<file path="src/sv/astx247_pkg.sv">
// Shared types and constants for the category 247 record decoder.
// Used by the parser, the command queue, the result sequencer and the top level.
// Depends on nothing.
`timescale 1ns / 1ps
`default_nettype none

package astx247_pkg;

   // Category number that a message must carry in its first byte.
   localparam logic [7:0] CATEGORY_CODE = 8'd247;

   // Default depth of the command queue between parser and sequencer.
   localparam int QUEUE_DEPTH = 4;

   // Result kinds as they appear on the result channel.
   localparam logic [1:0] KIND_RECORD = 2'd0;
   localparam logic [1:0] KIND_ENTRY  = 2'd1;
   localparam logic [1:0] KIND_DONE   = 2'd2;
   localparam logic [1:0] KIND_ERROR  = 2'd3;

   // Error codes carried by an error result.
   localparam logic [1:0] ERR_WRONG_CATEGORY = 2'd0;
   localparam logic [1:0] ERR_SHORT_BUFFER   = 2'd1;
   localparam logic [1:0] ERR_EXTENDED_FSPEC = 2'd2;
   localparam logic [1:0] ERR_RECORD_OVERRUN = 2'd3;

   // Width of the packed result data word.
   localparam int RSP_DATA_W = 80;

   // One queue entry: every result that a single input byte causes.
   typedef struct packed {
      logic        has_entry;
      logic        has_record;
      logic        has_end;
      logic        end_ok;
      logic [1:0]  err_code;
      logic [7:0]  category_code;
      logic [7:0]  main_version;
      logic [7:0]  sub_version;
      logic [7:0]  source_area;
      logic [7:0]  source_id;
      logic        time_seen;
      logic [23:0] time_raw;
      logic [7:0]  entry_count;
   } cmd_type;

   // One result as held in the output register.
   typedef struct packed {
      logic [1:0]  result_kind;
      logic [7:0]  source_area;
      logic [7:0]  source_id;
      logic        time_present;
      logic [26:0] time_ms;
      logic [7:0]  entry_count;
      logic [7:0]  category_code;
      logic [7:0]  main_version;
      logic [7:0]  sub_version;
      logic [1:0]  error_code;
      logic        last_result;
   } rsp_type;

endpackage

`default_nettype wire

</file>
<file path="src/sv/astx247_front.sv">
// Byte parser of the category 247 record decoder: message and record state machine.
// Classifies each accepted byte and builds one queue command per byte with results.
// Depends on astx247_pkg.
`timescale 1ns / 1ps
`default_nettype none

module astx247_front (
   input  wire                   clock,
   input  wire                   reset,
   input  wire                   accept,
   input  wire [7:0]             byte_value,
   input  wire                   last_byte,
   output logic                  push,
   output astx247_pkg::cmd_type  cmd
);

   // Parser phases.
   localparam logic [3:0] PH_CAT   = 4'd0;
   localparam logic [3:0] PH_LENH  = 4'd1;
   localparam logic [3:0] PH_LENL  = 4'd2;
   localparam logic [3:0] PH_FSPEC = 4'd3;
   localparam logic [3:0] PH_SRC   = 4'd4;
   localparam logic [3:0] PH_SERV  = 4'd5;
   localparam logic [3:0] PH_TIME  = 4'd6;
   localparam logic [3:0] PH_REP   = 4'd7;
   localparam logic [3:0] PH_ENTRY = 4'd8;
   localparam logic [3:0] PH_DRAIN = 4'd9;

   logic [3:0]  phase_ff, phase_in;
   logic [15:0] pos_ff, pos_in;
   logic [15:0] len_ff, len_in;
   logic [7:0]  spec_ff, spec_in;
   logic [1:0]  fidx_ff, fidx_in;
   logic [7:0]  left_ff, left_in;
   logic [7:0]  total_ff, total_in;
   logic [7:0]  area_ff, area_in;
   logic [7:0]  ident_ff, ident_in;
   logic [23:0] time_ff, time_in;
   logic        tseen_ff, tseen_in;
   logic [15:0] ebytes_ff, ebytes_in;
   logic        in_record;

   // Phase of the first present field at or after slot k; PH_FSPEC closes the record.
   function automatic logic [3:0] field_phase(input logic [7:0] spec, input logic [2:0] k);
      logic [3:0] ph;
      ph = PH_FSPEC;
      for (int i = 3; i >= 0; i--) begin
         if (int'(k) <= i && spec[7 - i]) begin
            ph = PH_SRC + 4'(i);
         end
      end
      return ph;
   endfunction

   // Next state and command for the byte on the input.
   always_comb begin
      phase_in  = phase_ff;
      pos_in    = pos_ff;
      len_in    = len_ff;
      spec_in   = spec_ff;
      fidx_in   = fidx_ff;
      left_in   = left_ff;
      total_in  = total_ff;
      area_in   = area_ff;
      ident_in  = ident_ff;
      time_in   = time_ff;
      tseen_in  = tseen_ff;
      ebytes_in = ebytes_ff;
      in_record = 1'b0;
      cmd       = '0;

      case (phase_ff)
         PH_CAT: begin
            pos_in = 16'd1;
            if (byte_value != astx247_pkg::CATEGORY_CODE) begin
               cmd.has_end  = 1'b1;
               cmd.err_code = astx247_pkg::ERR_WRONG_CATEGORY;
               phase_in     = PH_DRAIN;
            end else begin
               phase_in = PH_LENH;
            end
         end
         PH_LENH: begin
            pos_in   = 16'd2;
            len_in   = {byte_value, 8'h00};
            phase_in = PH_LENL;
         end
         PH_LENL: begin
            pos_in = 16'd3;
            len_in = {len_ff[15:8], byte_value};
            if (len_in <= 16'd3) begin
               cmd.has_end = 1'b1;
               cmd.end_ok  = 1'b1;
               phase_in    = PH_DRAIN;
            end else begin
               phase_in = PH_FSPEC;
            end
         end
         PH_FSPEC: begin
            in_record = 1'b1;
            spec_in   = byte_value;
            area_in   = 8'd0;
            ident_in  = 8'd0;
            time_in   = 24'd0;
            tseen_in  = 1'b0;
            total_in  = 8'd0;
            left_in   = 8'd0;
            if (byte_value[0]) begin
               // Extended field specifications are not supported.
               if (!last_byte) begin
                  cmd.has_end  = 1'b1;
                  cmd.err_code = astx247_pkg::ERR_EXTENDED_FSPEC;
               end
               phase_in = PH_DRAIN;
            end else begin
               fidx_in  = 2'd0;
               phase_in = field_phase(byte_value, 3'd0);
               cmd.has_record = (phase_in == PH_FSPEC);
            end
         end
         PH_SRC: begin
            in_record = 1'b1;
            if (fidx_ff == 2'd0) begin
               area_in = byte_value;
               fidx_in = 2'd1;
            end else begin
               ident_in = byte_value;
               fidx_in  = 2'd0;
               phase_in = field_phase(spec_ff, 3'd1);
               cmd.has_record = (phase_in == PH_FSPEC);
            end
         end
         PH_SERV: begin
            in_record = 1'b1;
            fidx_in   = 2'd0;
            phase_in  = field_phase(spec_ff, 3'd2);
            cmd.has_record = (phase_in == PH_FSPEC);
         end
         PH_TIME: begin
            in_record = 1'b1;
            time_in   = {time_ff[15:0], byte_value};
            if (fidx_ff >= 2'd2) begin
               tseen_in = 1'b1;
               fidx_in  = 2'd0;
               phase_in = field_phase(spec_ff, 3'd3);
               cmd.has_record = (phase_in == PH_FSPEC);
            end else begin
               fidx_in = fidx_ff + 2'd1;
            end
         end
         PH_REP: begin
            in_record = 1'b1;
            total_in  = byte_value;
            left_in   = byte_value;
            fidx_in   = 2'd0;
            if (byte_value == 8'd0) begin
               phase_in       = PH_FSPEC;
               cmd.has_record = 1'b1;
            end else begin
               phase_in = PH_ENTRY;
            end
         end
         PH_ENTRY: begin
            in_record = 1'b1;
            if (fidx_ff == 2'd0) begin
               ebytes_in = {byte_value, 8'h00};
               fidx_in   = 2'd1;
            end else if (fidx_ff == 2'd1) begin
               ebytes_in = {ebytes_ff[15:8], byte_value};
               fidx_in   = 2'd2;
            end else begin
               // Third byte completes a version entry.
               cmd.has_entry     = 1'b1;
               cmd.category_code = ebytes_ff[15:8];
               cmd.main_version  = ebytes_ff[7:0];
               cmd.sub_version   = byte_value;
               fidx_in           = 2'd0;
               left_in           = left_ff - 8'd1;
               if (left_in == 8'd0) begin
                  phase_in       = PH_FSPEC;
                  cmd.has_record = 1'b1;
               end
            end
         end
         default: begin
            phase_in = PH_DRAIN;
         end
      endcase

      // Record contents as they stand after this byte.
      cmd.source_area = area_in;
      cmd.source_id   = ident_in;
      cmd.time_seen   = tseen_in;
      cmd.time_raw    = time_in;
      cmd.entry_count = total_in;

      // Message length checks inside the record area.
      if (in_record) begin
         pos_in = pos_ff + 16'd1;
         if (phase_in != PH_DRAIN && pos_in >= len_ff) begin
            cmd.has_end = 1'b1;
            if (phase_in == PH_FSPEC) begin
               cmd.end_ok = 1'b1;
            end else begin
               cmd.err_code = astx247_pkg::ERR_RECORD_OVERRUN;
            end
            phase_in = PH_DRAIN;
         end else if (phase_in == PH_DRAIN && last_byte && !cmd.has_end) begin
            // Extended specification on the final byte reports a short buffer.
            cmd.has_end  = 1'b1;
            cmd.err_code = astx247_pkg::ERR_SHORT_BUFFER;
         end
      end

      // Buffer ended before the message did.
      if (phase_in != PH_DRAIN && last_byte) begin
         cmd.has_end  = 1'b1;
         cmd.err_code = astx247_pkg::ERR_SHORT_BUFFER;
         phase_in     = PH_DRAIN;
      end

      // The byte after the last one starts a new message.
      if (phase_in == PH_DRAIN && last_byte) begin
         phase_in  = PH_CAT;
         pos_in    = 16'd0;
         len_in    = 16'd0;
         spec_in   = 8'd0;
         fidx_in   = 2'd0;
         left_in   = 8'd0;
         total_in  = 8'd0;
         area_in   = 8'd0;
         ident_in  = 8'd0;
         time_in   = 24'd0;
         tseen_in  = 1'b0;
         ebytes_in = 16'd0;
      end

      push = accept && (cmd.has_entry || cmd.has_record || cmd.has_end);
   end

   // Parser state registers, updated once per accepted transaction.
   always_ff @(posedge clock) begin
      if (reset) begin
         phase_ff  <= PH_CAT;
         pos_ff    <= 16'd0;
         len_ff    <= 16'd0;
         spec_ff   <= 8'd0;
         fidx_ff   <= 2'd0;
         left_ff   <= 8'd0;
         total_ff  <= 8'd0;
         area_ff   <= 8'd0;
         ident_ff  <= 8'd0;
         time_ff   <= 24'd0;
         tseen_ff  <= 1'b0;
         ebytes_ff <= 16'd0;
      end else if (accept) begin
         phase_ff  <= phase_in;
         pos_ff    <= pos_in;
         len_ff    <= len_in;
         spec_ff   <= spec_in;
         fidx_ff   <= fidx_in;
         left_ff   <= left_in;
         total_ff  <= total_in;
         area_ff   <= area_in;
         ident_ff  <= ident_in;
         time_ff   <= time_in;
         tseen_ff  <= tseen_in;
         ebytes_ff <= ebytes_in;
      end
   end

endmodule

`default_nettype wire

</file>
<file path="src/sv/astx247_fifo.sv">
// Command queue between the byte parser and the result sequencer.
// A small register FIFO with a combinational head read.
// Depends on astx247_pkg.
`timescale 1ns / 1ps
`default_nettype none

module astx247_fifo #(
   parameter int DEPTH = astx247_pkg::QUEUE_DEPTH
) (
   input  wire                   clock,
   input  wire                   reset,
   input  wire                   push,
   input  astx247_pkg::cmd_type  push_data,
   input  wire                   pop,
   output astx247_pkg::cmd_type  head_data,
   output logic                  full,
   output logic                  empty
);

   localparam int PTR_W = (DEPTH > 1) ? $clog2(DEPTH) : 1;
   localparam int CNT_W = $clog2(DEPTH + 1);

   astx247_pkg::cmd_type store_ff [DEPTH];
   logic [PTR_W-1:0] wr_ptr_ff, wr_ptr_in;
   logic [PTR_W-1:0] rd_ptr_ff, rd_ptr_in;
   logic [CNT_W-1:0] count_ff, count_in;
   logic             do_push, do_pop;

   assign full      = (count_ff == CNT_W'(DEPTH));
   assign empty     = (count_ff == '0);
   assign head_data = store_ff[rd_ptr_ff];
   assign do_push   = push && !full;
   assign do_pop    = pop && !empty;

   // Pointer and fill count updates, wrapping at the depth.
   always_comb begin
      wr_ptr_in = wr_ptr_ff;
      rd_ptr_in = rd_ptr_ff;
      count_in  = count_ff;
      if (do_push) begin
         wr_ptr_in = (wr_ptr_ff == PTR_W'(DEPTH - 1)) ? '0 : wr_ptr_ff + PTR_W'(1);
      end
      if (do_pop) begin
         rd_ptr_in = (rd_ptr_ff == PTR_W'(DEPTH - 1)) ? '0 : rd_ptr_ff + PTR_W'(1);
      end
      if (do_push && !do_pop) begin
         count_in = count_ff + CNT_W'(1);
      end else if (do_pop && !do_push) begin
         count_in = count_ff - CNT_W'(1);
      end
   end

   always_ff @(posedge clock) begin
      if (reset) begin
         wr_ptr_ff <= '0;
         rd_ptr_ff <= '0;
         count_ff  <= '0;
      end else begin
         wr_ptr_ff <= wr_ptr_in;
         rd_ptr_ff <= rd_ptr_in;
         count_ff  <= count_in;
      end
   end

   // Queue storage needs no reset.
   always_ff @(posedge clock) begin
      if (do_push) begin
         store_ff[wr_ptr_ff] <= push_data;
      end
   end

endmodule

`default_nettype wire

</file>
<file path="src/sv/astx247_back.sv">
// Result sequencer of the category 247 record decoder.
// Expands each queue command into entry, record and end results, one per cycle unless the receiver stalls.
// Depends on astx247_pkg.
`timescale 1ns / 1ps
`default_nettype none

module astx247_back (
   input  wire                   clock,
   input  wire                   reset,
   input  astx247_pkg::cmd_type  head,
   input  wire                   empty,
   output logic                  pop,
   input  wire                   rsp_ready,
   output logic                  rsp_valid,
   output astx247_pkg::rsp_type  rsp
);

   logic [2:0]  sent_ff, sent_in;
   logic [2:0]  pend;
   logic [2:0]  sel;
   logic        is_last;
   logic        load;
   logic        out_valid_ff, out_valid_in;
   logic [33:0] time_prod;
   astx247_pkg::rsp_type out_ff, out_in;

   // Results of the head command still to be sent, entry first, then record, then end.
   assign pend    = {head.has_end, head.has_record, head.has_entry} & ~sent_ff;
   assign sel     = pend[0] ? 3'b001 : (pend[1] ? 3'b010 : 3'b100);
   assign is_last = ((pend & (pend - 3'd1)) == 3'd0);
   assign load    = !empty && (!out_valid_ff || rsp_ready);
   assign pop     = load && is_last;

   // Time of day times 1000 as shifts: 1000 = 1024 - 16 - 8.
   assign time_prod = ({10'd0, head.time_raw} << 10) - ({10'd0, head.time_raw} << 4)
                      - ({10'd0, head.time_raw} << 3);

   // Build the selected result.
   always_comb begin
      out_in             = '0;
      out_in.last_result = is_last;
      if (sel[0]) begin
         out_in.result_kind   = astx247_pkg::KIND_ENTRY;
         out_in.category_code = head.category_code;
         out_in.main_version  = head.main_version;
         out_in.sub_version   = head.sub_version;
      end else if (sel[1]) begin
         out_in.result_kind  = astx247_pkg::KIND_RECORD;
         out_in.source_area  = head.source_area;
         out_in.source_id    = head.source_id;
         out_in.time_present = head.time_seen;
         out_in.time_ms      = head.time_seen ? time_prod[33:7] : 27'd0;
         out_in.entry_count  = head.entry_count;
      end else begin
         out_in.result_kind = head.end_ok ? astx247_pkg::KIND_DONE : astx247_pkg::KIND_ERROR;
         out_in.error_code  = head.end_ok ? 2'd0 : head.err_code;
      end
   end

   // Sent mask and output valid.
   always_comb begin
      sent_in = sent_ff;
      if (pop) begin
         sent_in = 3'd0;
      end else if (load) begin
         sent_in = sent_ff | sel;
      end
      out_valid_in = out_valid_ff;
      if (load) begin
         out_valid_in = 1'b1;
      end else if (rsp_ready) begin
         out_valid_in = 1'b0;
      end
   end

   always_ff @(posedge clock) begin
      if (reset) begin
         sent_ff      <= 3'd0;
         out_valid_ff <= 1'b0;
      end else begin
         sent_ff      <= sent_in;
         out_valid_ff <= out_valid_in;
      end
   end

   // Output payload register.
   always_ff @(posedge clock) begin
      if (load) begin
         out_ff <= out_in;
      end
   end

   assign rsp_valid = out_valid_ff;
   assign rsp       = out_ff;

endmodule

`default_nettype wire

</file>
<file path="src/sv/asterix_cat247_record_decoder.sv">
// Top level of the category 247 (version number report) record decoder.
// Instantiates the byte parser, the command queue and the result sequencer.
// Depends on astx247_pkg, astx247_front, astx247_fifo and astx247_back.
//
// Usage: message bytes enter on the req_ stream, one byte per transaction, header
// first; req_tlast marks the final byte of the supplied buffer. Results leave on the
// rsp_ stream: one per version entry, one per record and one at message end (done or
// error); rsp_tuser gives the kind and rsp_tlast marks the last result of one byte.
// Throughput: one input byte per cycle while the command queue is not full. The result
// sequencer sends the results of a byte one after another, at most three of them; the
// command queue of QUEUE_DEPTH entries absorbs these bursts. The accepting clock edge
// writes the command into the queue; the sequencer then loads each result into the
// output register, from which it is valid on rsp_. Further results of the same byte
// follow one per cycle unless the receiver stalls. Reset clears the parser to wait
// for a category byte and empties the queue and the output register. When the
// receiver stalls, the output register holds its result, the queue fills, and
// req_tready drops once the queue is full.
`timescale 1ns / 1ps
`default_nettype none

module asterix_cat247_record_decoder #(
   parameter int QUEUE_DEPTH = astx247_pkg::QUEUE_DEPTH
) (
   input  wire         clock,
   input  wire         reset,
   input  wire         req_tvalid,
   output logic        req_tready,
   input  wire  [7:0]  req_tdata,   // [7:0] byte_value
   input  wire         req_tlast,   // last_byte
   output logic        rsp_tvalid,
   input  wire         rsp_tready,
   // rsp_tdata from bit 0: source_area[7:0], source_id[15:8], time_present[16],
   // time_ms[43:17], entry_count[51:44], category_code[59:52], main_version[67:60],
   // sub_version[75:68], error_code[77:76], zero fill[79:78]
   output logic [astx247_pkg::RSP_DATA_W-1:0] rsp_tdata,
   output logic [1:0]  rsp_tuser,   // [1:0] result_kind
   output logic        rsp_tlast    // last_result
);

   logic                 accept;
   logic                 push;
   logic                 pop;
   logic                 q_full;
   logic                 q_empty;
   astx247_pkg::cmd_type cmd;
   astx247_pkg::cmd_type head;
   astx247_pkg::rsp_type rsp;

   assign req_tready = !q_full;
   assign accept     = req_tvalid && req_tready;

   // Byte parser.
   astx247_front u_front (
      .clock      (clock),
      .reset      (reset),
      .accept     (accept),
      .byte_value (req_tdata),
      .last_byte  (req_tlast),
      .push       (push),
      .cmd        (cmd)
   );

   // Command queue.
   astx247_fifo #(
      .DEPTH (QUEUE_DEPTH)
   ) u_fifo (
      .clock     (clock),
      .reset     (reset),
      .push      (push),
      .push_data (cmd),
      .pop       (pop),
      .head_data (head),
      .full      (q_full),
      .empty     (q_empty)
   );

   // Result sequencer.
   astx247_back u_back (
      .clock     (clock),
      .reset     (reset),
      .head      (head),
      .empty     (q_empty),
      .pop       (pop),
      .rsp_ready (rsp_tready),
      .rsp_valid (rsp_tvalid),
      .rsp       (rsp)
   );

   // Pack the result fields onto the stream.
   assign rsp_tdata = {2'b00, rsp.error_code, rsp.sub_version, rsp.main_version,
                       rsp.category_code, rsp.entry_count, rsp.time_ms, rsp.time_present,
                       rsp.source_id, rsp.source_area};
   assign rsp_tuser = rsp.result_kind;
   assign rsp_tlast = rsp.last_result;

`ifndef SYNTHESIS
   // A message end result is always the last result of its byte.
   assert property (@(posedge clock) disable iff (reset)
      rsp_tvalid && (rsp_tuser == astx247_pkg::KIND_DONE ||
                     rsp_tuser == astx247_pkg::KIND_ERROR) |-> rsp_tlast)
      else $error("end result without last marker");

   // Only error results carry an error code.
   assert property (@(posedge clock) disable iff (reset)
      rsp_tvalid && rsp_tuser != astx247_pkg::KIND_ERROR |-> rsp.error_code == 2'd0)
      else $error("error code on a non-error result");

   // A time value is reported only when the record carried a time of day.
   assert property (@(posedge clock) disable iff (reset)
      rsp_tvalid && !rsp.time_present |-> rsp.time_ms == 27'd0)
      else $error("time value without time of day");
`endif

endmodule

`default_nettype wire
</file>
<file path="config.mk">
export PLATFORM = sky130hd
export DESIGN_NAME = asterix_cat247_record_decoder
export DESIGN_NICKNAME = d
export VERILOG_FILES = /design/src/sv/astx247_pkg.sv /design/src/sv/astx247_front.sv /design/src/sv/astx247_fifo.sv /design/src/sv/astx247_back.sv /design/src/sv/asterix_cat247_record_decoder.sv
export SDC_FILE = /design/constraint.sdc
export NUM_CORES = 1
export LEC_CHECK = 0
export BUFFER_PORTS_ARGS = -buffer_cell sky130_fd_sc_hd__buf_4
export CORE_ASPECT_RATIO = 1.25
export CORE_UTILIZATION = 42
export CTS_CLUSTER_DIAMETER = 40
export DETAILED_ROUTE_END_ITERATION = 8
export SYNTH_ARGS = -nofsm -noshare
export SYNTH_HDL_FRONTEND = slang
export SYNTH_SLANG_ARGS = --single-unit
</file>
<file path="constraint.sdc">
create_clock -name clock -period 15.8 [get_ports clock]
set_input_delay 3.16 -clock clock [delete_from_list [all_inputs] [get_ports clock]]
set_output_delay 3.16 -clock clock [all_outputs]
set_load 0.1 [all_outputs]
</file>
==> results.cfg <==
[drt]
routed_wire_length_per_instance_um = 19.8
vias = 14200
firstDrtPassIters = 5
ant_nets = 0
postRouteWirelength_mm = 51.7
vias_per_cell = 5.46
drt-initial-drc-count = 1085
drc = 0

[clock_tree]
tritoncts = built
cts_made_buffers = 67
root_buffer = clkbuf_16
cts_sinks = 524
clk-insertion-delay-late_ns = 0.60
cts_hold_fix_bufs = 0
cts-root-to-sink-buffers = 3
post_cts_setup_buffer_count = 0
number_of_resized_instances_in_the_post_cts_repair_step = 0
worst_setup_hold_path_clk_slew_ns = 0.05
ctsHtreeMaxLevel = 3

[floorplanning]
die-width_um = 213
floorplan.die_area_um2 = 56600
core_area_um2 = 54900
num_io_pins = 98
effective_utilization_at_floorplan = 0.426
die_y_um = 266
placementRows = 96

[logic_synthesis]
ys_ff_latch = 524
ys_seq_area_frac = 0.619
cell_count_after_synthesis = 1736
synth.distinct_cells = 84
asyncSetResetFlopFracSynth = 0
synthFlopType = edfxtp_1
synth_edf_count = 397
syn-cell-area_um2 = 23400
synthesis.yosys.warnings = 0
syn_avg_cell_area_um2 = 13.5

[finish]
final_layout_size_suffix_gt1_frac = 0.181
finalNetCount = 1913
layout-area-overhead-vs-synth_pct = 15.6
n_antenna_cell = 0
finish.cell_count_without_fillers = 2607
fillCellCount = 4745
final_area_um2 = 27000
final_common_cell = edfxtp_1
layout_common_cells = 397 x edfxtp_1, 165 x nor2_1, 125 x dfxtp_1
final_core_util = 0.492

[setup_path]
cp-startpoint = req_tdata[6]
crit_fanout = 44
setup.reg_to_reg.worst_slack_ns = 10.42
crit_path_start_kind = input pin
crit_arrival_ns = 6.57
critPathRequiredTime_ns = 16.01
worstSetupPathType = in -> reg
r2r-start = u_front.pos_ff[0]
worst_setup_path_end_kind = flip-flop

[sta]
tmin_final_ns = 6.36
final.setup.tns_ns = 0
hold_viol_final = 0
final_min_period_over_clock_period = 0.402
setup_violations = 0
slew_violations = 0
slew_hr = 0.208
fmax_mhz = 157
final.setup.worst_slack_ns = 9.44
rsz0062_at_grt = false
hold_ws_ns = 0.448
post_route_skew_ns = 0.0232
slew_at_the_pin_with_the_worst_max_slew_slack_ns = 1.19

[global_route]
grt_util_all_layers = 0.186
grt_first_pass_wirelength_mm = 80.9
antenna_found_initial = 1
grt_max_degree = 79
grt_pass1_vias = 14600
globalRoute.totalOverflow = 0

[pwr]
leakage_power_nw = 9.83
power-per-cell-area_nw_per_um2 = 216
ir_drop_mv = 0.137
post-layout-total-power_mw = 5.83

[place]
post_place_setup_slack_ns = 8.82
routabilityCongestion = 0.850
total_half_perimeter_wirelength_after_legalization_and_detailed_placement_mm = 33.6
placed_area_um2 = 24800
port_buffers = 95
dpl.cell_count = 2485

[hold_path]
hold_path_class = reg -> reg
holdCritStartpoint = u_front.ebytes_ff[8]

[status]
status = finished clean

[run]
maximum_capacitance_violations = 0
worst paths after layout:
path                            end  depth (start not counted)
max          u_fifo.store_ff[3][60]                         10
min            u_front.ebytes_ff[8]                          2
max reg2reg  u_fifo.store_ff[3][60]                         15
min reg2reg    u_front.ebytes_ff[8]                          2
critical path, stage by stage:
cell and delay, ns:
buf_4 0.18, nor4_2 0.46, nand3_1 0.11, and2_1 0.19, a2111oi_2 0.44, or2_4 0.24, a2111oi_4 0.08, nor3_4 0.38
and2_4 0.58, buf_4 0.65
cells in the mapped netlist (all sizes together), types with 4 or more instances:
master | count | area (um2)
mux4 | 79 | 1780
or4 | 5 | 41.3
nand4 | 10 | 68.8
a22oi | 78 | 586
a22o | 41 | 359
nand2b | 18 | 113
fa | 18 | 360
o21ai | 50 | 250
nand3 | 46 | 230
o211ai | 7 | 52.6
and2 | 11 | 72.6
clkbuf | 76 | 285
inv | 60 | 225
o21a | 12 | 90.1
o31ai | 7 | 76.3
nor2 | 166 | 623
edfxtp | 397 | 11900
ha | 63 | 788
a211o | 4 | 35.0
xnor2 | 21 | 184
xor2 | 21 | 184
nand2 | 92 | 345
nor4 | 6 | 43.8
or2 | 6 | 40.0
a21oi | 91 | 455
and3 | 57 | 357
a21o | 15 | 113
or3 | 5 | 31.3
a211oi | 5 | 37.5
nor3 | 17 | 96.4
buf | 24 | 134
a2111oi | 4 | 66.3
dfxtp | 127 | 2540
nor2b | 38 | 238
a31oi | 4 | 25.0
nand3b | 11 | 82.6
kinds of logic after synthesis:
logic type / share of synthesized area
other: 0.000161
adders and majority gates: 0.0492
buffers and inverters: 0.0276
muxes: 0.0786
xor gates and xnor gates: 0.0157
DFF: 0.619
and+or+nand+nor: 0.109
AOI/OAI and AO/OA: 0.101
sequential cells by signal, summed over array words and instances (netlist names), 3 cells and up, named ones only:
register,flops
u_front.time_ff,24
u_front.pos_ff,16
u_front.left_ff,8
u_fifo.store_ff,316
u_back.sent_ff,3
u_back.rsp,81
u_front.len_ff,16
u_fifo.count_ff,3
u_front.ident_ff,8
u_front.phase_ff,4
u_front.ebytes_ff,16
u_front.total_ff,8
u_front.area_ff,8
u_front.spec_ff,3
cell type report:
cell class                 count  area (um2)  share of cell area
clock buffer                  81        1810              0.0671
tap                          735         920              0.0340
inverter                      60         225             0.00834
timing repair buffer         113         848              0.0314
multi-input combinational   1053        8290               0.307
sequential                   524       14500               0.536
clock inverter                41         444              0.0164
power by group:
part	total [mW]	switching (mW)	internal, mW
clock network	1.52	0.609	0.906
registers	1.82	0.0774	1.74
logic	2.50	1.76	0.745
total	5.83	2.44	3.39
routing by layer:
metal  vias to the layer above  part of all wire  GRT usage
li1                       6738                 -          -
met1                      7068              0.40      0.223
met2                       348              0.53      0.331
met3                        90             0.044     0.0296
met4                         0             0.027     0.0739
met5                         -                 0          0
(Power assumes the default switching activity.)
